## config.mk

```make
export PLATFORM = sky130hd
export DESIGN_NAME = gba_key_lane
export DESIGN_NICKNAME = d
export VERILOG_FILES = /design/src/rtl/gba_pkg.sv /design/src/rtl/gba_key_lane.sv
export SDC_FILE = /design/constraint.sdc
export NUM_CORES = 1
export LEC_CHECK = 0
export BUFFER_PORTS_ARGS = -buffer_cell sky130_fd_sc_hd__buf_2
export CELL_PAD_IN_SITES_DETAIL_PLACEMENT = 0
export CELL_PAD_IN_SITES_GLOBAL_PLACEMENT = 2
export CORE_MARGIN = 3
export CORE_UTILIZATION = 50
export DETAILED_ROUTE_END_ITERATION = 16
export PLACE_DENSITY_LB_ADDON = 0.12
export SLEW_MARGIN = 20
export SYNTH_ARGS = -nofsm -noshare
export SYNTH_HDL_FRONTEND = slang
export SYNTH_SLANG_ARGS = --single-unit
export TNS_END_PERCENT = 5
```

## constraint.sdc

```tcl
create_clock -name clk_i -period 12.3 [get_ports clk_i]
set_input_delay 1.23 -clock clk_i [delete_from_list [all_inputs] [get_ports clk_i]]
set_output_delay 1.23 -clock clk_i [all_outputs]
set_load 0.01 [all_outputs]
```

## src/rtl/gba_pkg.sv

```systemverilog
// ----------------------------------------------------------------------------
// gba_pkg
// Shared constants and types of the group-by aggregation engine.
// ----------------------------------------------------------------------------
`default_nettype none

package gba_pkg;

  // Aggregate function codes held in the function registers.
  localparam logic [2:0] FN_COUNT = 3'd0;
  localparam logic [2:0] FN_SUM   = 3'd1;
  localparam logic [2:0] FN_AVG   = 3'd2;
  localparam logic [2:0] FN_MIN   = 3'd3;
  localparam logic [2:0] FN_MAX   = 3'd4;

  // Register indexes on the configuration port.
  localparam logic [2:0] REG_FUNC0 = 3'd0;
  localparam logic [2:0] REG_FUNC1 = 3'd1;
  localparam logic [2:0] REG_FUNC2 = 3'd2;
  localparam logic [2:0] REG_FUNC3 = 3'd3;
  localparam logic [2:0] REG_SLOTS = 3'd4;

  // Result status codes.
  localparam logic [1:0] ST_GROUP = 2'd0;
  localparam logic [1:0] ST_EMPTY = 2'd1;
  localparam logic [1:0] ST_FULL  = 2'd2;

  // Request types.
  localparam logic REQ_ROW  = 1'b0;
  localparam logic REQ_EMIT = 1'b1;

  // Key search lanes: group g lives in lane g % KEY_LANES.
  localparam int KEY_LANES = 4;
  localparam int LANE_W    = 2;

  // Average: 64-bit magnitude with 16 fraction bits, one quotient bit a step.
  localparam int DIV_STEPS = 80;
  localparam int STEP_W    = 7;

  // Control bundle from the sequencer to every slot lane.
  typedef struct packed {
    logic rd;          // read the group's slot entry
    logic wr;          // write back the updated entry
    logic fresh;       // the group is new: old entry reads as zero
    logic div_start;   // load the divider from the read entry
    logic div_step;    // one divider step
  } slot_ctrl_t;

endpackage : gba_pkg

`default_nettype wire

```

## src/rtl/gba_key_lane.sv

```systemverilog
// ----------------------------------------------------------------------------
// gba_key_lane
// One bank of the group key table with its own key comparator.
// ----------------------------------------------------------------------------
`default_nettype none

module gba_key_lane #(
  parameter int DEPTH = 16,
  parameter int AW    = 4
) (
  input  wire logic          clk_i,
  input  wire logic          wr_en_i,
  input  wire logic [AW-1:0] wr_addr_i,
  input  wire logic [63:0]   wr_key_i,
  input  wire logic          rd_en_i,
  input  wire logic [AW-1:0] rd_addr_i,
  input  wire logic [63:0]   cmp_key_i,
  input  wire logic          cmp_ok_i,
  output logic               hit_o,
  output logic [63:0]        rd_key_o
);
  import gba_pkg::*;

  logic [63:0] mem_q [DEPTH];
  logic [63:0] rd_q;

  // Key storage with a registered read port.
  always_ff @(posedge clk_i) begin
    if (wr_en_i) begin
      mem_q[wr_addr_i] <= wr_key_i;
    end
    if (rd_en_i) begin
      rd_q <= mem_q[rd_addr_i];
    end
  end

  // The entry matches when it holds a live group with the same key.
  assign hit_o    = cmp_ok_i && (rd_q == cmp_key_i);
  assign rd_key_o = rd_q;

endmodule : gba_key_lane

`default_nettype wire

```

==> impl_metrics.py, run 1 <==
metrics = {
    "critical_path": {
        "cp.arrival_ns": 3.44,
        "crit_fanout": 1,
        "path_cells": "buf_2, xnor2_1, nand4_1, nor4_1, nand4_1, nor4_1, buf_2",
        "start_kind": "input pin",
        "crit_path_top_delay_cell": "nor4_1",
        "max_stage_delay_ns": 0.49,
        "crit_required_ns": 11.07,
        "crit_type": "input pin to primary output",
        "crit_path_end_kind": "primary output",
    },
    "timing": {
        "rsz0062_at_grt": "no",
        "fin_crit_sh": 0.380,
        "fmax_mhz": 214,
        "tightest_slew_ns": 1.23,
        "hold_violations": 0,
        "setup_tns_ns": 0,
        "max-slew-margin-rel": 0.177,
        "setup_viol": 0,
        "skew_ns": 0.0155,
        "hold_slack_ns": 0.836,
        "drv_slew": 0,
        "period_needed_ns": 4.67,
    },
    "cts": {
        "hold_buffers": 0,
        "post_cts_buffers": 0,
        "root_buffer": "clkbuf_16",
        "cts.sinks": 1088,
        "cts_tree": "done",
        "clock_path_buffers": 3,
        "clk_pin_slew_ns": 0.06,
        "cts_resized": 0,
        "cts_made_buffers": 107,
        "clock_latency_ns": 0.66,
        "htreeDepth": 3,
    },
    "grt": {
        "overflow": 0,
        "antenna_found_initial": 17,
        "grt_pass1_wl_microns": 138000,
        "gr-usage-all-layers": 0.229,
        "first_global_vias": 19273,
        "grt_max_degree": 145,
    },
    "final_layout": {
        "area.growth.synth_to_final_pct": 13.8,
        "drive_above_1_share": 0.368,
        "final_util": 0.578,
        "finalNetCount": 2018,
        "postLayoutCellArea_sq_mm": 0.0469,
        "final_common_cell": "edfxtp_1",
        "most-common-layout-cells": "edfxtp_1, mux4_2, buf_2",
    },
    "power_and_ir_drop": {
        "p_total_mw": 7.77,
        "ir_drop_mv": 0.103,
        "power.leakage_nw": 14.8,
        "p_per_area_mw_per_mm2": 166,
    },
    "yosys": {
        "synth_fp_nets": 1738,
        "avgSynthCellArea_sq_um": 25.8,
        "ys_warn_count": 0,
        "yosys_register_bits": 1088,
        "yosysTopAreaCell": "edfxtp_1",
        "netlist.area_leader.share": 0.793,
        "synthCells": 1598,
        "yosysSeqAreaShare": 0.793,
        "yosys-top-cells-area": "edfxtp_1, mux4_2, xnor2_1",
        "synth_cell_types": 26,
        "syn_area_sq_mm": 0.0412,
    },
    "die": {
        "die_y_microns": 293,
        "start_util": 0.508,
        "io_pins": 205,
        "rows": 104,
        "fp.dieArea_sq_mm": 0.0859,
        "core_area_sq_mm": 0.0811,
        "dieWidth_microns": 293,
    },
    "drt": {
        "drt_iter0_drc": 1978,
        "first_pass_iters": 6,
        "totalWireLength_microns": 96700,
        "via_per_inst": 6.03,
        "postRouteAntennaNets": 0,
        "vias": 18286,
        "post-route-drc-count": 0,
        "wl_per_cell_microns": 31.9,
    },
    "place": {
        "place_area_sq_mm": 0.0435,
        "dp_hpwl_microns": 50800,
        "place.gp.congestion": 0.733,
        "io_buffers": 204,
    },
    "min_path": {
        "hold_class": "flip-flop to flip-flop",
    },
    "run_status": {
        "status": "completed",
    },
    "flow_run": {
        "max_cap_violations": 0,
    },
}
-- through the flow --
step / setup WS (ns) / instances
floorplan: 5.64 / 1598
global placement: 6.92 / 2829
detailed placement: 6.84 / 2829
CTS: 7.57 / 3026
global route: 7.45 / 3027
finish: 7.63 / 3033
-- synth_stat cells (all sizes together) --
cell and n:
nor3 5, nand2 1, o22ai 3, mux4 320, nor2 13, xor2 13
xnor2 42, and4 1, nand2b 2, inv 10, clkbuf 25, buf 46
edfxtp 1088, a21oi 1, o2bb2ai 1, o21bai 1, or3b 1, nand3 2
a221oi 4, nand3b 2, nand4 12, nor4 5
-- cell families after synthesis --
family	Yosys count	share of synthesized area
AO/OA/AOI/OAI	10	0.00182
XOR/XNOR	55	0.0117
buffers and inverters	81	0.0125
flip-flops	1088	0.793
multiplexers	320	0.175
AND/OR/NAND/NOR	44	0.00580
-- path summary, 6_finish.rpt --
path / startpoint / endpoint / slack, ns / cells past startpoint
setup / recovery: cmp_key_i[23] / hit_o / 7.63 / 7
hold / removal: mem_q[2][28] / rd_key_o[28] / 0.84 / 2
setup reg to reg: mem_q[14][3] / rd_key_o[3] / 10.66 / 2
hold reg to reg: mem_q[2][28] / rd_key_o[28] / 0.84 / 2
-- layer usage --
layer  up-vias  track usage  routed length [microns]
li1       7544            -                        -
met1      9970        0.313                    38000
met2       626        0.385                    49600
met3       140       0.0390                     6510
met4         6       0.0656                     2510
met5         -            0                       34
-- sequential cells by signal, summed over array words and instances (netlist names) --
name      flops
mem_q      1024
rd_key_o     64
-- where the power goes --
part	total [mW]	switching, mW	internal (mW)
Clock	3.13	1.33	1.80
Sequential	4.22	0.0415	4.18
Combinational	0.417	0.235	0.181
-- worst max-delay path, delay by kind of cell --
family / cells / cell delay [ns]
xor+xnor: 1 / 0.41
buf+inv: 2 / 0.33
simple gates: 4 / 1.46
-- final cells by class --
| type | instances | area, sq um |
|---|---|---|
| Tap cell | 1060 | 1330 |
| Clock inverter | 68 | 556 |
| Sequential cell | 1088 | 32700 |
| Clock buffer | 129 | 2800 |
| Fill cell | 5860 | 34200 |
| Timing Repair Buffer | 242 | 1350 |
| Multi-Input combinational cell | 429 | 8120 |
| Inverter | 10 | 37.5 |
| Antenna cell | 7 | 17.5 |
No activity file was read; power rests on OpenSTA's default activity.
==> run 2: changes to the inputs <==
--- a/config.mk
+++ b/config.mk
@@ -5,11 +5,12 @@
 export SDC_FILE = /design/constraint.sdc
 export NUM_CORES = 1
 export LEC_CHECK = 0
+export ABC_AREA = 1
 export BUFFER_PORTS_ARGS = -buffer_cell sky130_fd_sc_hd__buf_2
 export CELL_PAD_IN_SITES_DETAIL_PLACEMENT = 0
 export CELL_PAD_IN_SITES_GLOBAL_PLACEMENT = 2
 export CORE_MARGIN = 3
-export CORE_UTILIZATION = 50
+export CORE_UTILIZATION = 43
 export DETAILED_ROUTE_END_ITERATION = 16
 export PLACE_DENSITY_LB_ADDON = 0.12
 export SLEW_MARGIN = 20
==> constraint.sdc (replaced) <==
create_clock -name clk_i -period 4.8 [get_ports clk_i]
set_input_delay 0.48 -clock clk_i [delete_from_list [all_inputs] [get_ports clk_i]]
set_output_delay 0.48 -clock clk_i [all_outputs]
set_load 0.01 [all_outputs]
==> impl_metrics.py, run 2 <==
metrics = {
    "run_status": {
        "status": "completed",
    },
    "drt": {
        "postRouteAntennaNets": 0,
        "post-route-drc-count": 0,
        "first_pass_iters": 7,
        "totalWireLength_microns": 130000,
        "drt_iter0_drc": 2713,
        "vias": 27278,
        "wl_per_cell_microns": 26.7,
        "via_per_inst": 5.63,
    },
    "final_layout": {
        "largest_register": "mem_q",
        "largest_register_ffs": 1024,
        "most-common-layout-cells": "edfxtp_1, nor2_1, o21ai_0",
        "drive_above_1_share": 0.121,
        "area.sequential_sq_mm": 0.0327,
        "final_common_cell": "edfxtp_1",
        "finalNetCount": 3593,
        "instances_no_fill": 4847,
        "area.growth.synth_to_final_pct": 14.0,
        "fillerInstances": 8612,
        "multi_input_area_sq_mm": 0.00928,
        "postLayoutCellArea_sq_mm": 0.0493,
    },
    "yosys": {
        "netlist.area_leader.share": 0.756,
        "synth_edf_count": 1088,
        "avgSynthCellArea_sq_um": 13.1,
        "ys_warn_count": 0,
        "yosys-top-cells-area": "edfxtp_1, nor2_1, o211ai_1",
        "synthCells": 3291,
        "synth_cell_types": 24,
        "ys_async_sr_fraction": 0,
        "syn_area_sq_mm": 0.0432,
        "yosys_register_bits": 1088,
        "yosysSeqAreaShare": 0.756,
        "synth-main-ff-cell": "edfxtp_1",
        "yosysTopAreaCell": "edfxtp_1",
        "synth_fp_nets": 3431,
        "ys_top_cells_by_count": "edfxtp_1, nor2_1, o21ai_0",
        "synth.most_common_cell": "edfxtp_1",
    },
    "place": {
        "place_area_sq_mm": 0.0456,
        "io_buffers": 204,
        "dp_hpwl_microns": 67200,
        "placed_cells": 4623,
        "place.gp.congestion": 0.772,
        "dpl_worst_slack_ns": 1.86,
    },
    "critical_path": {
        "r2r_start": "mem_q[9][24]",
        "worst-r2r-setup-slack_ns": 3.30,
        "crit_required_ns": 4.32,
        "crit_type": "flip-flop to primary output",
        "crit_fanout": 2,
        "cp.arrival_ns": 3.01,
        "start_kind": "flip-flop",
        "reg2reg_depth": 6,
        "r2r-end": "rd_key_o[24]",
        "crit_path_end_kind": "primary output",
    },
    "power_and_ir_drop": {
        "power.leakage_nw": 16.3,
        "ir_drop_mv": 0.276,
        "p_per_area_mw_per_mm2": 422,
    },
    "timing": {
        "period_needed_ns": 3.49,
        "setup_tns_ns": 0,
        "setup_slack_ns": 1.31,
        "fmax_mhz": 286,
        "hold_slack_ns": 0.170,
        "tightest_slew_ns": 1.34,
        "max-slew-margin-rel": 0.106,
        "skew_ns": 0.0227,
        "rsz0062_at_grt": "no",
        "hold_violations": 0,
        "setup_viol": 0,
        "fin_crit_sh": 0.727,
        "drv_slew": 0,
    },
    "cts": {
        "clock_path_buffers": 3,
        "clock_latency_ns": 0.67,
        "clk_pin_slew_ns": 0.06,
        "hold_buffers": 0,
        "post_cts_buffers": 0,
        "htreeDepth": 3,
        "cts.sinks": 1088,
        "cts_resized": 0,
        "cts_made_buffers": 115,
        "root_buffer": "clkbuf_16",
        "cts_tree": "done",
    },
    "die": {
        "die_y_microns": 323,
        "dieWidth_microns": 323,
        "core_area_sq_mm": 0.0990,
        "start_util": 0.436,
        "fp.dieArea_sq_mm": 0.104,
        "rows": 115,
        "io_pins": 205,
    },
    "grt": {
        "grt_pass1_wl_microns": 186000,
        "overflow": 0,
        "first_global_vias": 26301,
        "gr-usage-all-layers": 0.247,
        "antenna_found_initial": 22,
        "grt_max_degree": 233,
    },
    "min_path": {
        "hp-start": "wr_key_i[6]",
        "worst_hold_path.endpoint": "mem_q[0][6]",
        "hold-path-cell-count": 1,
        "hold_class": "input pin to flip-flop",
    },
    "flow_run": {
        "max_cap_violations": 0,
    },
}
[run 2: changes by cell type in the layout (fill, tap and decap cells not counted), moves of 98 or more]
cell / delta
nand3_1: +98
nor2_1: +795
o21ai_0: +375
o211ai_1: +256
mux4_2: -320
nand2_1: +159
o21ai_1: +177
[run 2: critical path, stage by stage, from the launching register on]
cell and delay [ns]:
edfxtp_1 0.53, xnor2_1 0.65, nand2_1 0.10, nor2_1 0.13, nand2_1 0.09, nor2_1 0.18, nand3_1 0.09, nor2_1 0.33
buf_2 0.22
[run 2: metal layers]
metal	part of all wire	up-vias	routed length [microns]	global-route usage
met2	0.47	801	60900	0.394
met1	0.44	13886	57600	0.356
met4	0.021	14	2700	0.0635
met3	0.063	185	8200	0.0394
li1	-	12392	-	-
met5	0.00069	-	90	0
[run 2: area by class of cell]
class                   instances  area share
clock inverters                71      0.0120
multi-input cells            1921       0.188
diodes                         11    0.000559
clock buffers                 142      0.0622
repair buffers                256      0.0351
inverters                      71     0.00587
well taps                    1287      0.0327
flip-flops and latches       1088       0.663
[run 2: power by group]
group | internal (mW) | leakage (nW) | switching (mW)
Combinational | 0.358 | 4.63 | 0.951
Sequential | 10.7 | 9.88 | 0.110
Clock | 5.07 | 1.79 | 3.57
[run 2: cell families after synthesis]
kind of cell    count (synthesis)  share of synthesized area
flops                        1088                      0.756
simple gates                 1079                     0.0971
compound gates                818                      0.110
buf+inv                       282                     0.0317
xor+xnor                       24                    0.00487
[run 2: worst max path at each step]
| stage | startpoint | end | slack [ns] | cells past startpoint |
|---|---|---|---|---|
| 2_1_floorplan | wr_addr_i[2] | mem_q[10][0] | 0.94 | 2 |
| 3_3_place_gp | cmp_key_i[34] | hit_o | 1.82 | 9 |
| 3_5_place_dp | rd_addr_i[3] | rd_key_o[24] | 1.86 | 5 |
| 4_1_cts | rd_key_o[34] | hit_o | 1.24 | 8 |
| 5_1_grt | rd_key_o[34] | hit_o | 1.20 | 8 |
| 6_report | rd_key_o[34] | hit_o | 1.31 | 8 |
[run 2: stage by stage]
step                      total power, mW   util
final                                20.8  0.498
after CTS                            20.9  0.497
after detailed placement             12.3  0.460
after floorplan                      11.7      -
after global placement               12.3  0.460
after global routing                 21.5  0.497
